**config.mk**
```make
export PLATFORM = sky130hd
export DESIGN_NAME = rgb_gamma_interpolated_lut_unit
export DESIGN_NICKNAME = d
export VERILOG_FILES = /design/src/hdl/rgil_pkg.sv /design/src/hdl/rgil_lane.sv /design/src/hdl/rgil_merge.sv /design/src/hdl/rgb_gamma_interpolated_lut_unit.sv
export SDC_FILE = /design/constraint.sdc
export NUM_CORES = 2
export LEC_CHECK = 0
export BUFFER_PORTS_ARGS = -buffer_cell sky130_fd_sc_hd__buf_4
export CAP_MARGIN = 5
export CORE_UTILIZATION = 25
export CTS_CLUSTER_SIZE = 16
export DETAILED_ROUTE_END_ITERATION = 8
export PLACE_DENSITY = 0.42
export SLEW_MARGIN = 20
export SYNTH_ARGS = -nofsm -noshare
export SYNTH_HDL_FRONTEND = slang
export SYNTH_SLANG_ARGS = --single-unit
export TNS_END_PERCENT = 100
```
**constraint.sdc**
```tcl
create_clock -name i_clk -period 7.7 [get_ports i_clk]
set_clock_uncertainty 0.2 [all_clocks]
set_input_delay 0.77 -clock i_clk [delete_from_list [all_inputs] [get_ports i_clk]]
set_output_delay 0.77 -clock i_clk [all_outputs]
set_load 0.005 [all_outputs]
```
**src/hdl/rgil_pkg.sv**
```systemverilog
// ----------------------------------------------------------------------------
// rgil_pkg: shared types and constants
// The gamma lookup lanes, the merge stage and the top level use the types and
// constants defined here.
// ----------------------------------------------------------------------------
`default_nettype none

package rgil_pkg;

    // one lane per color channel
    localparam int NUM_LANES = 3;

    // full-scale output code, used as the clip limit
    localparam logic [7:0] CODE_MAX = 8'd255;

    // opcodes carried on the input word
    localparam logic OP_PIXEL = 1'b0;
    localparam logic OP_LOAD  = 1'b1;

    // per-lane control from the top level
    typedef struct packed {
        logic adv;      // pipeline advances this cycle
        logic wr_en;    // write one knot into the lane's curve copy
    } t_lane_ctl;

    // one corrected pixel
    typedef struct packed {
        logic [7:0] red;
        logic [7:0] green;
        logic [7:0] blue;
    } t_rgb;

endpackage

`default_nettype wire

```
**src/hdl/rgil_lane.sv**
```systemverilog
// ----------------------------------------------------------------------------
// rgil_lane: one color channel of the gamma lookup
// Holds its own copy of the curve table. Stage 1 reads the two knots around
// the sample, stage 2 blends them by the fraction and clips to 255.
// ----------------------------------------------------------------------------
`default_nettype none

module rgil_lane import rgil_pkg::*; #(
    parameter int PIXEL_BITS  = 12,
    parameter int STEP_BITS   = 6,
    parameter int CURVE_DEPTH = 65,
    localparam int AW         = $clog2(CURVE_DEPTH)
) (
    input  wire logic                  i_clk,
    input  wire t_lane_ctl             i_ctl,
    input  wire logic [AW-1:0]         i_wr_addr,
    input  wire logic [7:0]            i_wr_data,
    input  wire logic [PIXEL_BITS-1:0] i_sample,
    output logic      [7:0]            o_result
);

    localparam int CMP_W = (PIXEL_BITS + 1 > AW) ? PIXEL_BITS + 1 : AW;
    localparam logic [CMP_W-1:0] LAST = CMP_W'(CURVE_DEPTH - 1);
    localparam int SUM_W = STEP_BITS + 10;
    localparam logic [STEP_BITS:0] W_FULL = (STEP_BITS + 1)'(2 ** STEP_BITS);

    logic [7:0]           r_curve [CURVE_DEPTH];
    logic [CMP_W-1:0]     seg_lo;
    logic [CMP_W-1:0]     seg_hi;
    logic [AW-1:0]        addr_lo;
    logic [AW-1:0]        addr_hi;
    logic [7:0]           r_lo;
    logic [7:0]           r_hi;
    logic [STEP_BITS-1:0] r_frac;
    logic [STEP_BITS:0]   w_lo;
    logic [SUM_W-1:0]     blend;
    logic [SUM_W-1:0]     scaled;
    logic [7:0]           r_result;

    // knot addresses, saturated at the last table entry
    assign seg_lo  = CMP_W'(i_sample >> STEP_BITS);
    assign seg_hi  = seg_lo + CMP_W'(1);
    assign addr_lo = (seg_lo > LAST) ? LAST[AW-1:0] : seg_lo[AW-1:0];
    assign addr_hi = (seg_hi > LAST) ? LAST[AW-1:0] : seg_hi[AW-1:0];

    // curve table write port
    always_ff @(posedge i_clk) begin
        if (i_ctl.adv && i_ctl.wr_en) begin
            r_curve[i_wr_addr] <= i_wr_data;
        end
    end

    // stage 1: registered knot reads
    always_ff @(posedge i_clk) begin
        if (i_ctl.adv) begin
            r_lo   <= r_curve[addr_lo];
            r_hi   <= r_curve[addr_hi];
            r_frac <= i_sample[STEP_BITS-1:0];
        end
    end

    // stage 2: linear blend, scale back, clip
    assign w_lo   = W_FULL - {1'b0, r_frac};
    assign blend  = SUM_W'(r_lo) * SUM_W'(w_lo) + SUM_W'(r_hi) * SUM_W'(r_frac);
    assign scaled = blend >> STEP_BITS;

    always_ff @(posedge i_clk) begin
        if (i_ctl.adv) begin
            r_result <= (scaled > SUM_W'(CODE_MAX)) ? CODE_MAX : scaled[7:0];
        end
    end

    assign o_result = r_result;

endmodule

`default_nettype wire

```
**src/hdl/rgil_merge.sv**
```systemverilog
// ----------------------------------------------------------------------------
// rgil_merge: lane merge and output buffering
// Gathers the three lane results into one word and holds it in an output
// register backed by a skid register, so the pipeline keeps moving while a
// finished word waits, until the skid register is also occupied.
// ----------------------------------------------------------------------------
`default_nettype none

module rgil_merge import rgil_pkg::*; (
    input  wire logic       i_clk,
    input  wire logic       i_rst_n,
    input  wire logic       i_valid,
    input  wire logic [7:0] i_red,
    input  wire logic [7:0] i_green,
    input  wire logic [7:0] i_blue,
    input  wire logic       i_out_stall,
    output logic            o_valid,
    output t_rgb            o_word,
    output logic            o_full
);

    t_rgb word_in;
    t_rgb r_out;
    t_rgb r_skid;
    t_rgb n_out;
    t_rgb n_skid;
    logic r_out_vld;
    logic r_skid_vld;
    logic n_out_vld;
    logic n_skid_vld;
    logic take;

    assign word_in = '{red: i_red, green: i_green, blue: i_blue};
    assign take    = r_out_vld && !i_out_stall;

    // next-state for output and skid registers
    always_comb begin
        n_out      = r_out;
        n_skid     = r_skid;
        n_out_vld  = r_out_vld;
        n_skid_vld = r_skid_vld;
        if (r_skid_vld) begin
            // pipeline is held; drain the skid word first
            if (take) begin
                n_out      = r_skid;
                n_skid_vld = 1'b0;
            end
        end else if (i_valid) begin
            if (!r_out_vld || take) begin
                n_out     = word_in;
                n_out_vld = 1'b1;
            end else begin
                n_skid     = word_in;
                n_skid_vld = 1'b1;
            end
        end else if (take) begin
            n_out_vld = 1'b0;
        end
    end

    // control flags
    always_ff @(posedge i_clk) begin
        if (!i_rst_n) begin
            r_out_vld  <= 1'b0;
            r_skid_vld <= 1'b0;
        end else begin
            r_out_vld  <= n_out_vld;
            r_skid_vld <= n_skid_vld;
        end
    end

    // payload
    always_ff @(posedge i_clk) begin
        r_out  <= n_out;
        r_skid <= n_skid;
    end

    assign o_valid = r_out_vld;
    assign o_word  = r_out;
    assign o_full  = r_skid_vld;

endmodule

`default_nettype wire

```
**src/hdl/rgb_gamma_interpolated_lut_unit.sv**
```systemverilog
// ----------------------------------------------------------------------------
// rgb_gamma_interpolated_lut_unit: piecewise-linear gamma correction for RGB
// A pixel word passes stage 1, stage 2 and the merge output register in order.
// Throughput: one word per cycle, pixel or knot load, while o_in_stall is low;
// each lane's table copy serves its two knot reads per cycle on two read ports.
// Reset clears the pipeline and output valid flags; the curve tables are not
// cleared and must be loaded before pixels are sent.
// ----------------------------------------------------------------------------
`default_nettype none

module rgb_gamma_interpolated_lut_unit import rgil_pkg::*; #(
    parameter int PIXEL_BITS  = 12,
    parameter int STEP_BITS   = 6,
    parameter int CURVE_DEPTH = 65,
    localparam int AW         = $clog2(CURVE_DEPTH)
) (
    input  wire logic                  i_clk,
    input  wire logic                  i_rst_n,
    input  wire logic                  i_in_valid,
    output logic                       o_in_stall,
    input  wire logic                  i_opcode,
    input  wire logic [PIXEL_BITS-1:0] i_red_in,
    input  wire logic [PIXEL_BITS-1:0] i_green_in,
    input  wire logic [PIXEL_BITS-1:0] i_blue_in,
    input  wire logic [AW-1:0]         i_knot_index,
    input  wire logic [7:0]            i_knot_value,
    output logic                       o_out_valid,
    input  wire logic                  i_out_stall,
    output logic      [7:0]            o_red_out,
    output logic      [7:0]            o_green_out,
    output logic      [7:0]            o_blue_out
);

    logic                  full;
    logic                  adv;
    logic                  in_acc;
    logic                  pix_acc;
    logic                  ld_acc;
    logic                  wr_ok;
    logic                  r_s1_vld;
    logic                  r_s2_vld;
    t_lane_ctl             lane_ctl;
    logic [PIXEL_BITS-1:0] samples [NUM_LANES];
    logic [7:0]            results [NUM_LANES];
    t_rgb                  out_word;

    // the pipeline holds only while the skid register is occupied
    assign adv        = !full;
    assign o_in_stall = full;
    assign in_acc     = i_in_valid && adv;
    assign pix_acc    = in_acc && (i_opcode == OP_PIXEL);
    assign wr_ok      = {1'b0, i_knot_index} < (AW + 1)'(CURVE_DEPTH);
    assign ld_acc     = in_acc && (i_opcode == OP_LOAD) && wr_ok;

    assign lane_ctl = '{adv: adv, wr_en: ld_acc};

    assign samples[0] = i_red_in;
    assign samples[1] = i_green_in;
    assign samples[2] = i_blue_in;

    // pipeline valid flags
    always_ff @(posedge i_clk) begin
        if (!i_rst_n) begin
            r_s1_vld <= 1'b0;
            r_s2_vld <= 1'b0;
        end else if (adv) begin
            r_s1_vld <= pix_acc;
            r_s2_vld <= r_s1_vld;
        end
    end

    // one lane per channel, each with its own curve copy
    for (genvar g = 0; g < NUM_LANES; g++) begin : g_lane
        rgil_lane #(
            .PIXEL_BITS  (PIXEL_BITS),
            .STEP_BITS   (STEP_BITS),
            .CURVE_DEPTH (CURVE_DEPTH)
        ) u_lane (
            .i_clk     (i_clk),
            .i_ctl     (lane_ctl),
            .i_wr_addr (i_knot_index),
            .i_wr_data (i_knot_value),
            .i_sample  (samples[g]),
            .o_result  (results[g])
        );
    end

    // merge lane results into the output word
    rgil_merge u_merge (
        .i_clk       (i_clk),
        .i_rst_n     (i_rst_n),
        .i_valid     (r_s2_vld && adv),
        .i_red       (results[0]),
        .i_green     (results[1]),
        .i_blue      (results[2]),
        .i_out_stall (i_out_stall),
        .o_valid     (o_out_valid),
        .o_word      (out_word),
        .o_full      (full)
    );

    assign o_red_out   = out_word.red;
    assign o_green_out = out_word.green;
    assign o_blue_out  = out_word.blue;

    // skid word only exists behind a waiting output word
    a_skid_behind_out: assert property (@(posedge i_clk) disable iff (!i_rst_n)
        o_in_stall |-> o_out_valid)
        else $error("skid register full while output register empty");

    // an accepted pixel enters stage 1
    a_pixel_enters: assert property (@(posedge i_clk) disable iff (!i_rst_n)
        pix_acc |=> r_s1_vld)
        else $error("accepted pixel lost before stage 1");

    // a knot load makes no result
    a_load_no_result: assert property (@(posedge i_clk) disable iff (!i_rst_n)
        (in_acc && (i_opcode == OP_LOAD)) |=> !r_s1_vld)
        else $error("knot load produced a pipeline word");

endmodule

`default_nettype wire
```
* Word-level counts from Yosys, hierarchy flattened
Memories as Yosys holds them, arrays and structs flattened. A register that Yosys moved wholly into a read port is not among the register bits. Cells that the tools add are included.
Word-level totals: register bits after elaboration 94, RAM bits 1560, bits of input ports 56, output and inout port bits 26, logic and storage cells 91, memories kept 3
Memories:
- g_lane[0].u_lane.r_curve | words 65, bits a word 8, read ports 2, clocked after Yosys merged registers in 2, wr ports 1, RTL line rgil_lane.sv:27 | logic [7:0] r_curve [CURVE_DEPTH];
- g_lane[1].u_lane.r_curve | words 65, bits a word 8, read ports 2, clocked after Yosys merged registers in 2, wr ports 1, RTL line rgil_lane.sv:27
- g_lane[2].u_lane.r_curve | words 65, bits a word 8, read ports 2, clocked after Yosys merged registers in 2, wr ports 1, RTL line rgil_lane.sv:27
Cells by class: add/sub/neg operators 9, multiply operators 6, $lt $le $gt $ge 10, equal/unequal tests 2, muxes and demuxes 19, bitwise gates (word level) 3, reduce and logical (&&, ||, !) cells 23
Operator list (number):
- 2-to-1 mux 24 bit | 4
- adder 15 x 14 -> 16 bit | 3
- multiplier 8 x 7 -> 15 bit | 3
- multiplier 8 x 6 -> 14 bit | 3
- 2-to-1 mux 7 bit | 6
- greater-than comparator 13 x 7 -> 1 bit (second input constant) | 3
- greater-than comparator 10 x 8 -> 1 bit (second input constant) | 3
- adder 6 x 1 -> 7 bit (second input constant) | 3
- greater-than comparator 6 x 7 -> 1 bit (second input constant) | 3
- subtractor 7 x 6 -> 7 bit (first input constant) | 3
- zero test 1 bit | 9
- 2-to-1 mux 1 bit | 9
- AND reduction 3 bit | 3
- logical AND 1 bit | 7
- < comparator 7 bit (second input constant) | 1
- nonzero test 2 bit | 3
- inequality test 2 bit (second input constant) | 2
- inverter 1 bit | 3
- logical OR 1 bit | 1

* Logic depth before layout (Yosys ltp)
word-level depth 7, mapped depth 25, gate-level depth less buffers 23

* By module
Synthesis repeated with hierarchy kept, for this count alone.
Second synthesis, totals: cells, all modules 6828, area total of the unflattened synthesis 91203.7 um^2
Modules (own cells, without submodules):
- rgil_lane (g_lane[2].u_lane) | times used 1, cells each 2254, area an instance 29922.4 um^2
- rgil_lane (g_lane[0].u_lane) | times used 1, cells each 2235, area an instance 29692.2 um^2
- rgil_lane (g_lane[1].u_lane) | times used 1, cells each 2239, area an instance 29558.3 um^2
- rgil_merge | times used 1, cells each 88, area an instance 1921.8 um^2
- rgb_gamma_interpolated_lut_unit | times used 1, cells each 12, area an instance 108.9 um^2

* Least setup slack after synthesis
OpenSTA, ideal clock, no wires.
kind register -> register, start register g_lane[2].u_lane.r_frac[0], end register g_lane[2].u_lane.r_result[5], data pin, library setup time 0.260 ns, data arrival time 5.785 ns, required time 7.240 ns, path slack 1.455 ns, cell stages (with the launch flop) 25, path buffers 2, clock period less this slack 6.245 ns, cells stage by stage edfxtp_1 -> clkbuf_1 -> clkbuf_1 -> inv_1 -> ha_1 -> nand2_1 -> xor2_1 -> nand2_1 -> fa_1 -> inv_1 -> fa_1 -> fa_1 -> fa_1 -> inv_1 -> fa_1 -> inv_1 -> ha_1 -> o21ai_0 -> nor2_1 -> a211oi_1 -> a21oi_1 -> nor2_1 -> a21oi_1 -> mux2i_1 -> o21bai_1
On the way: word-level cells in the longest chain between the ends 4, elaborated cells on any way between the ends 5, those cells by class add/sub: 2; mul: 2; order compare: 1
RTL lines:
- start: declaration | RTL line rgil_lane.sv:34 | logic [STEP_BITS-1:0] r_frac;
- start signal: assignment | RTL line rgil_lane.sv:58 | r_frac <= i_sample[STEP_BITS-1:0];
- subtractor 7 x 6 -> 7 bit | RTL line rgil_lane.sv:63 | assign w_lo = W_FULL - {1'b0, r_frac};
- multiplier 8 x 7 -> 15 bit | RTL line rgil_lane.sv:64 | assign blend = SUM_W'(r_lo) * SUM_W'(w_lo) + SUM_W'(r_hi) * SUM_W'(r_frac);
- adder 15 x 14 -> 16 bit * | RTL line rgil_lane.sv:64
- greater-than comparator 10 x 8 -> 1 bit | RTL line rgil_lane.sv:69 | r_result <= (scaled > SUM_W'(CODE_MAX)) ? CODE_MAX : scaled[7:0];
- end signal: assignment | RTL line rgil_lane.sv:69
- end: declaration | RTL line rgil_lane.sv:38 | logic [7:0] r_result;
Mark *: on every way between the ends. The rest lies on a longest branch, timed or not. A chain may end at the register's enable or synchronous reset.

* Final worst setup path
start register g_lane[2].u_lane.r_frac[4], end register g_lane[2].u_lane.r_result[0], data pin
Same word-level chain as after synthesis.

==> metrics.md <==
| Metric | Value |
|---|---|
| Final setup viols | `0` |
| Ys Warns | `0` |
| Worst Path Max Fanout | `10` |
| Max H-tree Level | `3` |
| Hold path start | `i_green_in[0]` |
| Post-layout minimum cycle time | `between 6000 and 7000 ps` |
| DR WL/cell | `35.45 um` |
| Hold depth | `1` |
| Net Count, Synth | `6055` |
| Initial drt markers | `8262` |
| Total grt overflow | `0` |
| GRT Overall Usage | `between 20% and 30%` |
| I/O Pins | `82` |
| Hold Path Sink | `g_lane[1].u_lane.r_frac[0]` |
| CP cell instances | `or3_1 -> nor3b_1 -> nand2_1 -> fa_1 -> inv_1 -> fa_1 -> fa_1 -> fa_1 -> inv_1 -> fa_1 -> inv_1 -> ha_1 -> o21ai_0 -> nor2_1 -> a211oi_1 -> a21oi_1 -> nor2_1 -> a21oi_1 -> mux2i_1 -> o21bai_1` |
| Clock Latency Late Sink | `750 ps` |
| Pins Over Slew Limit | `0` |
| Crit end category | `flop` |
| Crit path max-delay family | `adder cells` |
| Synth Area in Simple Gates | `a little over an eighth` |
| Clock Tree Root | `clkbuf_16` |
| Yosys top cell area share | `between 30% and 40%` |
| Placeable Area | `232500 um^2` |
| Pwr/cell area | `approximately 270 nW/um^2` |
| Fillers | `approximately 24000` |
| Largest family of logic cells by synthesized area | `multiplexers` |
| CP arrival | `7280 ps` |
| Max-cap violations | `0` |
| Worst vdd ir | `about 0.00036 V` |
| Startpoint Class | `flop` |
| GPL Wtd Cong | `~1` |
| Register area share after synthesis | `approximately a third` |
| Vias in the first global route | `about 50000` |
| Final nets | `about 6000` |
| ANT nets after route | `0` |
| RSZ-0062 raised after global routing | `no` |
| Synth Area in Compound Gates | `about an eighth` |
| Required @ worst endpoint | `8050 ps` |
| Async S/R FF share, synth | `0%` |
| Fin. Hold Viols | `0` |
| Largest net degree at the start of global routing | `slightly above 90` |
| Sink Count | `around 660` |
| Area added between synthesis and finish | `13.01%` |
| # Post-CTS Setup Buffers | `0` |
| Commonest cells post-synth | `nand2_1, edfxtp_1, mux2i_1, inv_1, mux4_2` |
| Max Clk Rate | `between 100 and 150 MHz` |
| Largest area contributor in the netlist | `edfxtp_1` |
| Die X | `between 400 and 500 um` |
| Num CTS Buffers | `84` |
| Syn Std Cell Area | `about 59000 um^2` |
| Slowest CP cell | `nor3b_1` |
| Post-Synthesis Cells | `around 5600` |
| DRC | `0` |
| Vias | `roughly 53000` |
| Synth Register Bits | `662` |
| Launch point of the worst path | `g_lane[2].u_lane.r_frac[4]` |
| Number of distinct library cells after synthesis | `86` |
| IO Port Bufs | `81` |
| Final setup TNS | `0 ps` |
| Post-synthesis mux area share | `between 20% and 30%` |
| First-pass GRT wire length | `between 400 and 500 mm` |
| R2R Path Start | `g_lane[2].u_lane.r_frac[4]` |
| Reg2Reg Capture Point | `g_lane[2].u_lane.o_result[0]` |
| Detailed Routing Iterations Pass 1 | `8` |
| Syn Area/Cell | `10.40 um^2` |
| Fin Hold WS | `56.40 ps` |
| Bufs and invs on worst path | `3` |
| HP Class | `in -> reg` |
| Post-synth EDFFs | `658` |
| Initial antenna violation count | `38` |
| Final instance area | `around 66000 um^2` |
| FP Rows | `approximately 180` |
| Reg clk slew, reported paths | `approximately 70 ps` |
| Synth Area in XOR/XNOR | `less than 1%` |
| Count leader, synth | `nand2_1` |
| R2R setup slack | `a little under 800 ps` |
| Chip height | `slightly below 500 um` |
| Die ar. | `roughly 240000 um^2` |
| Rel. slew slack | `between 15 and 20%` |
| Vias/cell | `6.068` |
| Total power | `17.68 mW` |
| P_leak | `24.74 nW` |
| Run status | `completed` |
| R2R depth | `20` |
| Routed WL | `308.3 mm` |
| Most used cell, CP | `fa_1` |
| Synth Area in Adders | `a little over a tenth` |
| CP max stage delay | `slightly below 700 ps` |
| Top cells by area, synth | `edfxtp_1, mux4_2, mux2i_1` |
| Final HPWL DP | `212.4 mm` |
| Kind of critical path | `reg -> reg` |
| Placed inst area | `63150 um^2` |
| Worst slew pin tran | `approximately 1300 ps` |
| Initial Util | `between 20% and 30%` |
| Fin crit share | `~90%` |
| Prevailing post-synth register cell | `edfxtp_1` |
| CTS tree | `done` |
| Layout cells sized above 1 | `16.32%` |
| Max clock buf depth | `3` |
-- routing by layer --
| metal | global-route usage (%) | vias up | wire (um) | share of wire (%) |
|---|---|---|---|---|
| li1 | - | 21147 | - | - |
| met1 | 33.26 | 26753 | 121400 | 39 |
| met2 | 35.79 | 3874 | 124800 | 41 |
| met3 | 8.330 | 960 | 38730 | 13 |
| met4 | 15.91 | 28 | 23150 | 7.5 |
| met5 | 0 | - | 174 | 0.056 |
-- area by class of cell --
cell class / count / area, um^2 / share of cell area (%)
Sequential cell: 662 / 19840 / 30.01
Timing Repair Buffer: 287 / 2387 / 3.610
Inverter: 360 / 1356 / 2.051
Clock buffer: 97 / 2236 / 3.381
Clock inverter: 58 / 611.8 / 0.9253
Antenna cell: 7 / 17.52 / 0.02649
Tap cell: 3043 / 3807 / 5.758
Multi-Input combinational cell: 4181 / 35870 / 54.24
-- worst max path at each step --
stage,to,slack [ps],depth (start not counted)
6_report,g_lane[2].u_lane.o_result[0],780,20
4_1_cts,g_lane[2].u_lane.o_result[0],720,20
3_5_place_dp,g_lane[2].u_lane.o_result[0],750,20
3_3_place_gp,g_lane[2].u_lane.o_result[0],810,20
2_1_floorplan,g_lane[2].u_lane.o_result[5],1460,24
5_1_grt,g_lane[0].u_lane.o_result[5],210,21
-- cells by family (layout without fill, tap and decap cells) --
kind of cell,after synthesis,count (layout)
other cells,0,7
simple gates,1761,1761
buf+inv,781,802
flops,662,662
mux,906,906
fa+ha+maj,375,375
compound gates,1103,1103
xor+xnor,36,36
-- worst reg2reg max path, cell delays in order (launching register included) --
cell	delay, ps
edfxtp_1	560
or3_1	460
nor3b_1	690
nand2_1	170
fa_1	520
inv_1	50
fa_1	480
fa_1	520
fa_1	490
inv_1	50
fa_1	470
inv_1	40
ha_1	280
o21ai_0	110
nor2_1	100
a211oi_1	430
a21oi_1	170
nor2_1	230
a21oi_1	120
mux2i_1	450
o21bai_1	190
-- metrics by stage --
stage / worst slack [ps] / utilization [%] / instances
floorplan: 1455 / - / 5624
global placement: 805.3 / 27.15 / 8524
detailed placement: 746.9 / 27.16 / 8524
CTS: 720.6 / 28.42 / 8688
global route: 207.4 / 28.43 / 8691
finish: 777.2 / 28.44 / 8695
-- report_power, final --
group / switching (mW) / internal [mW] / leakage, nW
Clock: 1.80 / 2.43 / 1.39
Sequential: 0.169 / 4.49 / 6.11
Combinational: 5.16 / 3.64 / 17.3
Total: 7.13 / 10.6 / 24.7
-- cells in the final DEF (no fill, tap or decap), types with 19 or more instances in the layout --
cell type    n
o221ai_1   213
nor2_1     222
xnor2_1     22
mux2_2      75
fa_1       228
a31oi_1     46
nand2b_1    29
buf_4      260
and3_1      43
mux2i_1    519
a22oi_1     21
nand3_1    246
a211oi_1    39
nor2_2      46
inv_1      357
nand4_1     24
ha_1       144
a21oi_1    217
a2111oi_0   22
mux4_2     312
nor3_1      42
clkinv_2    19
nand2_1    838
and2_1     183
edfxtp_1   658
clkbuf_16   88
o22ai_1    194
o21ai_0    122
a32oi_1     34
-- timing repair --
item | 4_1_cts | 5_1_grt
endpoints found under the hold margin | 9 | 0
hold buffers | 9 | 0
resized for setup | 0 | 0
-- state kept, by name, indices dropped and copies added, names as in the netlist --
signal / count
r_s1_vld: 1
u_merge.o_valid: 1
g_lane.u_lane.r_curve: 520
r_s2_vld: 1
u_merge.o_word: 24
g_lane.u_lane.r_lo: 24
u_merge.o_full: 1
g_lane.u_lane.r_frac: 18
u_merge.r_skid: 24
g_lane.u_lane.r_hi: 24
g_lane.u_lane.o_result: 24
(Power assumes the default switching activity.)
